File: src/design/rsgf_pkg.sv
// ----------------------------------------------------------------------------
// rsgf_pkg: shared types, constants and GF(32) helpers
// Field GF(2)[x]/(x^5+x^2+1), primitive element alpha = 2. Holds the
// generator coefficients, the alpha power table and the per-cell item type.
// ----------------------------------------------------------------------------
package rsgf_pkg;

  localparam int SymW    = 5;
  localparam int NumData = 13;
  localparam int NumPar  = 4;
  localparam int NumSyn  = 4;
  localparam int DataW   = SymW * NumData;   // 65 bits of data symbols
  localparam int FieldN  = 31;               // multiplicative group order
  // Parity symbol k sits at code position 27+k; after Horner over 13 data
  // symbols the start value needs exponent i*(ParOfs+k).
  localparam int ParOfs  = 14;

  typedef logic [SymW-1:0] sym_t;

  localparam sym_t FieldPoly = 5'h05;        // x^2+1, x^5 implied

  // Generator coefficients, index 0 feeds the lowest parity register
  localparam sym_t GEN_COEF [NumPar] = '{5'd17, 5'd9, 5'd6, 5'd30};

  // alpha^k for k = 0..30
  localparam sym_t ALPHA_POW [FieldN] = '{
    5'd1,  5'd2,  5'd4,  5'd8,  5'd16, 5'd5,  5'd10, 5'd20,
    5'd13, 5'd26, 5'd17, 5'd7,  5'd14, 5'd28, 5'd29, 5'd31,
    5'd27, 5'd19, 5'd3,  5'd6,  5'd12, 5'd24, 5'd21, 5'd15,
    5'd30, 5'd25, 5'd23, 5'd11, 5'd22, 5'd9,  5'd18
  };

  // One word in flight: remaining data symbols (top symbol next), the
  // division register and the running syndrome accumulators.
  typedef struct packed {
    logic                  mode;
    logic [DataW-1:0]      data;
    sym_t [NumPar-1:0]     lfsr;
    sym_t [NumSyn-1:0]     syn;
  } item_t;

  // Shift-and-add multiply in GF(32); with a constant operand this folds
  // down to a small XOR network.
  function automatic sym_t gf_mul(input sym_t a, input sym_t b);
    sym_t acc;
    sym_t sh;
    acc = '0;
    sh  = a;
    for (int k = 0; k < SymW; k++) begin
      if (b[k]) begin
        acc = acc ^ sh;
      end
      sh = sh[SymW-1] ? ({sh[SymW-2:0], 1'b0} ^ FieldPoly) : {sh[SymW-2:0], 1'b0};
    end
    return acc;
  endfunction

endpackage

File: src/design/rsgf_cell.sv
// ----------------------------------------------------------------------------
// rsgf_cell: one step of the encoder/checker chain
// Takes the next data symbol off the top of the word, advances the parity
// division register by one symbol and steps each syndrome by Horner's rule.
// ----------------------------------------------------------------------------
module rsgf_cell
  import rsgf_pkg::*;
(
  input  logic  clk_i,
  input  logic  rst_ni,
  input  logic  in_valid_i,
  output logic  in_ready_o,
  input  item_t in_item_i,
  output logic  out_valid_o,
  input  logic  out_ready_i,
  output item_t out_item_o
);

  logic  valid_q, valid_d;
  item_t item_q, item_d;
  sym_t  sym;
  sym_t  fb;
  logic  load;

  // Stage takes a transfer when empty or when its content moves on
  assign in_ready_o = !valid_q || out_ready_i;
  assign load       = in_valid_i && in_ready_o;

  // One division step and one Horner step per syndrome
  always_comb begin
    sym    = in_item_i.data[DataW-1 -: SymW];
    fb     = sym ^ in_item_i.lfsr[NumPar-1];
    item_d = in_item_i;
    item_d.data = {in_item_i.data[DataW-SymW-1:0], {SymW{1'b0}}};
    item_d.lfsr[0] = gf_mul(GEN_COEF[0], fb);
    for (int r = 1; r < NumPar; r++) begin
      item_d.lfsr[r] = in_item_i.lfsr[r-1] ^ gf_mul(GEN_COEF[r], fb);
    end
    for (int i = 0; i < NumSyn; i++) begin
      item_d.syn[i] = gf_mul(in_item_i.syn[i], ALPHA_POW[i+1]) ^ sym;
    end
  end

  always_comb begin
    valid_d = valid_q;
    if (load) begin
      valid_d = 1'b1;
    end else if (out_ready_i) begin
      valid_d = 1'b0;
    end
  end

  always_ff @(posedge clk_i or negedge rst_ni) begin
    if (!rst_ni) begin
      valid_q <= 1'b0;
    end else begin
      valid_q <= valid_d;
    end
  end

  // Payload register, no reset needed
  always_ff @(posedge clk_i) begin
    if (load) begin
      item_q <= item_d;
    end
  end

  assign out_valid_o = valid_q;
  assign out_item_o  = item_q;

endmodule

File: src/design/rs_gf32_17_13_encode_check.sv
// ----------------------------------------------------------------------------
// rs_gf32_17_13_encode_check: shortened RS(17,13) encoder and checker, GF(32)
// Computes the four parity symbols of 13 data symbols and, in check mode,
// the syndromes S1..S4 of the word with the received parity appended.
// ----------------------------------------------------------------------------
// Usage:
//   Input channel in_valid_i / in_stall_o carries mode_i, data_low_i,
//   data_top_i and parity_in_i; a transfer happens on a clock edge with
//   valid high and stall low. Output channel out_valid_o / out_stall_i
//   carries parity_out_o, syndromes_o and word_ok_o, one result per word.
//   The word runs through a row of 13 cells, one data symbol per cell,
//   symbol 12 first; each cell is a register stage.
//   Each of the 13 cells registers the word on its way to out_valid_o.
//   Throughput: one word per cycle while out_stall_i is low, set by the one-symbol-per-cell chain.
//   Reset empties every stage; the block then takes input right away.
//   A stalled receiver holds the last stage; earlier stages keep filling
//   any empty slot, and in_stall_o rises once the chain has no room left.
//   In encode mode syndromes_o is zero and word_ok_o is low.
// ----------------------------------------------------------------------------
module rs_gf32_17_13_encode_check
  import rsgf_pkg::*;
(
  input  logic        clk_i,
  input  logic        rst_ni,
  input  logic        in_valid_i,
  output logic        in_stall_o,
  input  logic        mode_i,
  input  logic [59:0] data_low_i,
  input  logic [4:0]  data_top_i,
  input  logic [19:0] parity_in_i,
  output logic        out_valid_o,
  input  logic        out_stall_i,
  output logic [19:0] parity_out_o,
  output logic [19:0] syndromes_o,
  output logic        word_ok_o
);

  item_t              chain_item [NumData+1];
  logic [NumData:0]   chain_valid;
  logic [NumData:0]   chain_ready;
  sym_t [NumPar-1:0]  par_sym;
  item_t              last_item;

  assign par_sym = parity_in_i;

  // Entry: received parity folded into the syndrome start values
  always_comb begin
    chain_item[0]      = '0;
    chain_item[0].mode = mode_i;
    chain_item[0].data = {data_top_i, data_low_i};
    for (int i = 0; i < NumSyn; i++) begin
      for (int k = 0; k < NumPar; k++) begin
        chain_item[0].syn[i] = chain_item[0].syn[i]
          ^ gf_mul(par_sym[k], ALPHA_POW[((i + 1) * (ParOfs + k)) % FieldN]);
      end
    end
  end

  assign chain_valid[0]       = in_valid_i;
  assign in_stall_o           = !chain_ready[0];
  assign chain_ready[NumData] = !out_stall_i;

  // Row of cells, one per data symbol
  for (genvar j = 0; j < NumData; j++) begin : g_cell
    rsgf_cell u_cell (
      .clk_i      (clk_i),
      .rst_ni     (rst_ni),
      .in_valid_i (chain_valid[j]),
      .in_ready_o (chain_ready[j]),
      .in_item_i  (chain_item[j]),
      .out_valid_o(chain_valid[j+1]),
      .out_ready_i(chain_ready[j+1]),
      .out_item_o (chain_item[j+1])
    );
  end

  // Result from the last stage
  assign last_item    = chain_item[NumData];
  assign out_valid_o  = chain_valid[NumData];
  assign parity_out_o = last_item.lfsr;
  assign syndromes_o  = last_item.mode ? last_item.syn : '0;
  assign word_ok_o    = last_item.mode && (last_item.syn == '0);

  // Accepted word lands in the first cell
  a_in_lands: assert property (@(posedge clk_i) disable iff (!rst_ni)
    (in_valid_i && !in_stall_o) |=> chain_valid[1])
    else $error("accepted word missing from first cell");

  // Empty first cell never pushes back
  a_empty_ready: assert property (@(posedge clk_i) disable iff (!rst_ni)
    !chain_valid[1] |-> !in_stall_o)
    else $error("input stalled with empty first cell");

  // Full chain with a stalled receiver blocks input
  a_full_stall: assert property (@(posedge clk_i) disable iff (!rst_ni)
    ((&chain_valid[NumData:1]) && out_stall_i) |-> in_stall_o)
    else $error("input taken while chain full and output stalled");

  // A stalled result stays in place
  a_hold: assert property (@(posedge clk_i) disable iff (!rst_ni)
    (out_valid_o && out_stall_i) |=> (out_valid_o && $stable(parity_out_o)))
    else $error("stalled result lost or changed");

endmodule

File: config.mk
export PLATFORM = sky130hd
export DESIGN_NAME = rs_gf32_17_13_encode_check
export DESIGN_NICKNAME = d
export VERILOG_FILES = /design/src/design/rsgf_pkg.sv /design/src/design/rsgf_cell.sv /design/src/design/rs_gf32_17_13_encode_check.sv
export SDC_FILE = /design/constraint.sdc
export NUM_CORES = 1
export LEC_CHECK = 0
export BUFFER_PORTS_ARGS = -buffer_cell sky130_fd_sc_hd__buf_2
export CAP_MARGIN = 15
export CORE_MARGIN = 2
export CORE_UTILIZATION = 50
export DETAILED_ROUTE_END_ITERATION = 10
export HOLD_SLACK_MARGIN = 0.15
export PLACE_DENSITY = 0.67
export SYNTH_ARGS = -nofsm -noshare
export SYNTH_HDL_FRONTEND = slang
export SYNTH_SLANG_ARGS = --single-unit
File: constraint.sdc
create_clock -name clk_i -period 9.2 [get_ports clk_i]
set_clock_uncertainty 0.15 [all_clocks]
set_input_delay 1.84 -clock clk_i [delete_from_list [all_inputs] [get_ports clk_i]]
set_output_delay 1.84 -clock clk_i [all_outputs]
set_load 0.03 [all_outputs]
Word-level counts from Yosys, hierarchy flattened

Cells that the tools add are included.

Bits in registers: 936
Output and inout bits: 43

Eq/ne operators: 1
Multiplexer cells: 433
Bitwise gates (word level): 492
Reductions and logical operators: 55

Operators by type and width:

| kind                                                  | number |
|---|---|
| XOR 5 bit                                             | 138 |
| 2-to-1 mux 5 bit                                      | 130 |
| 2-to-1 mux 3 bit                                      | 185 |
| NOT 2 bit                                             | 146 |
| NOT 3 bit                                             | 91 |
| 2-to-1 mux 4 bit                                      | 65 |
| NOT 4 bit                                             | 39 |
| NOT 1 -> 2 bit                                        | 39 |
| 2-to-1 mux 1 bit                                      | 39 |
| NOT 1 bit                                             | 39 |
| 2-to-1 mux 2 bit                                      | 13 |
| nonzero test 2 bit                                    | 12 |
| logical NOT 20 bit                                    | 1 |
| 2-to-1 mux 20 bit                                     | 1 |
| logical NOT 1 bit                                     | 15 |
| logical AND 1 bit                                     | 14 |
| logical OR 1 bit                                      | 13 |
| inequality test 2 x 1 -> 1 bit, second input constant | 1 |

Longest topological paths before layout

Depth in word-level cells: 21
Depth in mapped cells: 5

By module

A second synthesis with hierarchy kept.

Cell total of the unflattened synthesis: 2,481
Area, all modules: 51,876.0 µm²

Modules (own cells, without submodules):

| module                            | instances | cells an instance | area an instance (µm²) | seq. area each (µm²) |
|---|---|---|---|---|
| rsgf_cell (g_cell[10].u_cell ...) | 12        | 182               | 3,897.5                | 3,057.9 |
| rsgf_cell (g_cell[0].u_cell)      | 1         | 183               | 3,886.2                | 3,057.9 |
| rs_gf32_17_13_encode_check        | 1         | 114               | 1,219.9                | 0.0 |

Least setup slack after synthesis

Ideal clock, no wire load.

Kind: input to register
Start: in out_stall_i
End: reg g_cell[5].u_cell.item_q (netlist bit g_cell[5].u_cell.out_item_o[0]) (enable)
Library setup time: 626 ps
Data arrival time: 7,590 ps
Data required time: 8,424 ps
Setup slack: 834 ps
Cell stages on the path: 3
Path through: nand4_1 > nor2_1 > a21boi_0

Longest elaborated chain between the ends: 10

RTL lines:

| what                            | RTL line                         | text |
|---|---|---|
| start, declared                 | rs_gf32_17_13_encode_check.sv:32 | `input logic out_stall_i,` |
| logical NOT 1 bit               | rs_gf32_17_13_encode_check.sv:61 | `assign chain_ready[NumData] = !out_stall_i;` |
| logical OR 1 bit (8 in a row)   | rsgf_cell.sv:26                  | `assign in_ready_o = !valid_q \|\| out_ready_i;` |
| logical AND 1 bit               | rsgf_cell.sv:27                  | `assign load = in_valid_i && in_ready_o;` |
| named net g_cell[5].u_cell.load | rsgf_cell.sv:23                  | `logic load;` |
| end signal, assigned            | rsgf_cell.sv:64                  | `item_q <= item_d;` |
| end, declared                   | rsgf_cell.sv:20                  | `item_t item_q, item_d;` |

The timed path passes the listed nets, and every way through them passes these cells.
A chain may end at the register's enable or synchronous reset.

Worst setup path in the final report

Start: in out_stall_i
End: out in_stall_o

Longest elaborated chain between the ends: 15

RTL lines:

| what                           | RTL line                         | text |
|---|---|---|
| logical NOT 1 bit              | rs_gf32_17_13_encode_check.sv:61 |  |
| logical OR 1 bit (13 in a row) | rsgf_cell.sv:26                  |  |
| logical NOT 1 bit              | rs_gf32_17_13_encode_check.sv:60 | `assign in_stall_o = !chain_ready[0];` |
| end, declared                  | rs_gf32_17_13_encode_check.sv:26 | `output logic in_stall_o,` |

No other way between the ends.

==> results <==
- The count of boundary I/O pins is approximately 130.
- The setup slack of the critical path after layout is 3.88 ns.
- The worst slew margin relative to its limit is approximately 34%.
- The number of global-route vias before repair is 15804.
- In this run, synthesis produced a sequential element count of roughly 940.
- The global route total overflow is 0.
- The clock-pin slew reported for the worst setup and hold paths after clock tree synthesis is about 0.060 ns.
- The distinct cell type count after synthesis is 31.
- IR analysis of the VDD net gives a maximum drop of roughly 0.16 mV.
- By area the synthesized netlist is led by edfxtp_1 74%, xnor2_1 14%, xor2_1 6.3%, xnor2_2 1.0%, dfrtp_1 0.87%.
- For this run, design rule violations remaining after detail routing come to 0.
- Among all flip-flop cells after synthesis, the most frequent one is edfxtp_1.
- The total power density per cell area is around 380 mW/mm2.
- Of all nets on the critical path, the largest fanout is 6.
- The total routing resource utilization after global routing is between 10% and 20%.
- The quantity of gates resized following cts is 0.
- The wire-length estimate of the detail-placed layout is 35500 um.
- STA classifies the critical path endpoint as an output pin.
- The detailed router finished its first iteration with roughly 630 violations.
- The number of nets in the finished design is 2263.
- With fillers left out, the area of the finished cells amounts to 0.0418 mm2.
- For this run, the detailed router's first-pass iteration total came to 5.
- The clock passes through at most 3 buffers.
- The average vias per placed instance is between 4 and 5.
- The worst slack at placement is 3.82 ns.
- The share of cells above drive strength 1 is 14.0%.
- The number of filler instances in the final layout is roughly 5700.
- After synthesis, the share of flip-flops with an asynchronous set or reset is 1.39%.
- The post-synthesis average cell area is about 19 um2.
- Summed over all instances, the cell type with the most area after synthesis is edfxtp_1.
- The die footprint is approximately 0.077 mm2.
- The total number of yosys warnings is 0.
- The required time of the critical path is around 7 ns.
- Compared with the post-synthesis result, the final layout area differs by 11.8%.
- The number of antenna violations at the first check in global routing is 0.
- TritonCTS built the clock tree.
- In this run, post-CTS hold repair placed 0 buffers.
- The final period demand of the worst path is about 5.3 ns.
- The number of sinks driven by the clock tree is roughly 940.
- In this run the standard cell core region covers 0.0743 mm2.
- The die is approximately 280 um tall.
- The congestion estimate from routability-driven global placement came to approximately 0.85.
- The wire length after detailed routing is ~50000 um.
- The die boundary width is around 280 um.
- The number of buffer cells added on primary ports is 132.
- The share of the clock period used by the worst path after layout is between 50 and 60%.
- Setup repair after global routing left no endpoint under its margin.
- The hold violation total from the final report is 0.
- The maximum number of pins on one net before global-route repair is 77.
- Synthesis produced a netlist whose cell count is around 2000.
- Data on the critical path arrives at its endpoint at 3.33 ns.
- After routing, the total negative slack on setup checks comes to 0 ns.
- The fraction of the yosys area taken by sequential cells is 74.9%.
- Once the clock tree was built, the setup fixing pass inserted 0 buffers.
- The root buffer cell chosen for the clock tree is clkbuf_16.
- The starting utilization of the core area is about half.
- After detailed routing, the average wire length per cell comes to roughly 15 um.
- The count of max-cap constraint violations is 0.
- The worst hold path belongs to the class reg -> reg.
- The clock insertion delay at the later pin of the skew report is around 0.64 ns.
- The critical path is of the in -> out type.
- The first global-routing pass estimated ~81000 um of wire.
- The actual slew at the worst max-slew pin is ~1 ns.
- The area share of the leading cell type in the synthesized netlist is roughly 74%.
- The number of nets in the synthesized netlist is about 2100.
- The number of max-slew violations in the final report is 0.
- The post-route antenna net violation count is 0.
- The element type at the critical path start is a primary input.
- Across all layers, the routed design uses around 15000 vias.
- The final setup violation count is 0.
- Power comes to 0.0161 W.
- The H-tree was split into 3 levels.
- The count of flip-flops with a built-in enable after synthesis is around 900.
- The number of rows created at floorplan is 100.
- The number of clock buffers inserted by TritonCTS is between 90 and 100.
- Derived from the worst setup path, the maximum achievable clock frequency is around 190 MHz.
- The mapped netlist covers between 0.03 and 0.04 mm2.
- The number of antenna diodes in the final layout is 0.
- Summed over all cells, the static leakage comes to ~14 nW.
- The flow ran to the end, and the final reports show no timing, DRC or antenna violations.
- The cell area after placement is approximately 0.04 mm2.
[synthesized netlist by cell type, types with 2 or more instances]
library cell  number
nand3_1            5
nand2_1            6
nor2_1             5
nor4_1             3
dfrtp_1           13
xor3_2             2
nor3_1             2
clkbuf_1          24
nand4_1            5
xnor2_2           24
xnor3_1           11
and2_1            25
o21bai_1           3
buf_4             20
nand2b_1           4
a21boi_0           2
xor2_2             3
buf_2             44
edfxtp_1         923
o21a_1             3
inv_1              6
a21o_1             2
xnor3_2            2
xor2_1           271
xnor2_1          606
[logic make-up after synthesis]
family / share of synthesized area (%)
xor+xnor: 22.6
buf+inv: 1.32
compound gates: 0.217
simple gates: 0.903
flops: 74.9
[placed cells by master, fill, tap and decap left out, drive strengths merged, types with 4 or more instances in the layout]
cell type and instances:
nand2 6, dfrtp 13, edfxtp 923, clkbuf 113
and2 25, nand3 5, buf 148, inv 8
nand4 5, bufinv 4, xnor2 630, xor2 274
nand2b 4, nor2 5, clkinv 40, xnor3 13
[per-stage QoR]
step / hold WS (ns) / utilization [%] / std cells
global placement: 0.255 / 52.5 / 3048
floorplan: 0.250 / - / 2020
CTS: 0.267 / 56.3 / 3209
detailed placement: 0.255 / 52.5 / 3048
finish: 0.263 / 56.3 / 3209
global route: 0.266 / 56.3 / 3209
[flip-flops by register name (all words and copies together) (netlist names)]
signal	flops
g_cell.u_cell.out_item_o	923
g_cell.u_cell.out_valid_o	13
[report_power, final]
group | internal, W | switching, W | leakage [nW]
combinational | 0.00254 | 0.00247 | 3.69
sequential | 0.00694 | 0.000663 | 9.17
clock | 0.00197 | 0.00147 | 1.37
total | 0.0114 | 0.00461 | 14.2
[final timing paths]
kind / cells after the start / slack, ns / endpoint / from
worst max-delay path: 6 / 3.88 / in_stall_o / out_stall_i
worst min-delay path: 0 / 0.26 / g_cell[3].u_cell.out_item_o[67]$_DFFE_PP_ / g_cell[2].u_cell.out_item_o[62]$_DFFE_PP_
worst max register to register: 6 / 6.16 / g_cell[0].u_cell.out_item_o[53]$_DFFE_PP_ / g_cell[12].u_cell.out_valid_o$_DFFE_PN0P_
worst min register to register: 0 / 0.26 / g_cell[3].u_cell.out_item_o[67]$_DFFE_PP_ / g_cell[2].u_cell.out_item_o[62]$_DFFE_PP_
max in group asynchronous: 1 / 7.72 / g_cell[7].u_cell.out_valid_o$_DFFE_PN0P_ / rst_ni
min in group asynchronous: 1 / 0.94 / g_cell[9].u_cell.out_valid_o$_DFFE_PN0P_ / rst_ni
[layout make-up]
type                       count  area [um2]  share of cell area (%)
inverter                       6        22.5                  0.0538
tap                          969        1210                    2.90
clock buffer                 113        2400                    5.74
timing repair buffer         148         781                    1.87
clock inverter                48         398                   0.951
multi-input combinational    989        8970                    21.4
sequential                   936       28000                    67.0
[critical path: stages]
cell,delay (ns)
buf_2,0.14
nand4_1,0.18
nor2_1,0.60
nand4_1,0.25
inv_1,0.12
buf_2,0.20
[per-layer routing]
metal / routed length [um] / vias up / global-route usage [%] / share of wire, %
li1: - / 7364 / - / -
met1: 17400 / 6920 / 13.3 / 36
met2: 28400 / 226 / 26.5 / 58
met3: 1670 / 112 / 2.80 / 3.4
met4: 1410 / 0 / 4.64 / 2.9
met5: 0 / - / 0 / 0
Note: power is estimated with default switching activity, not from simulation.
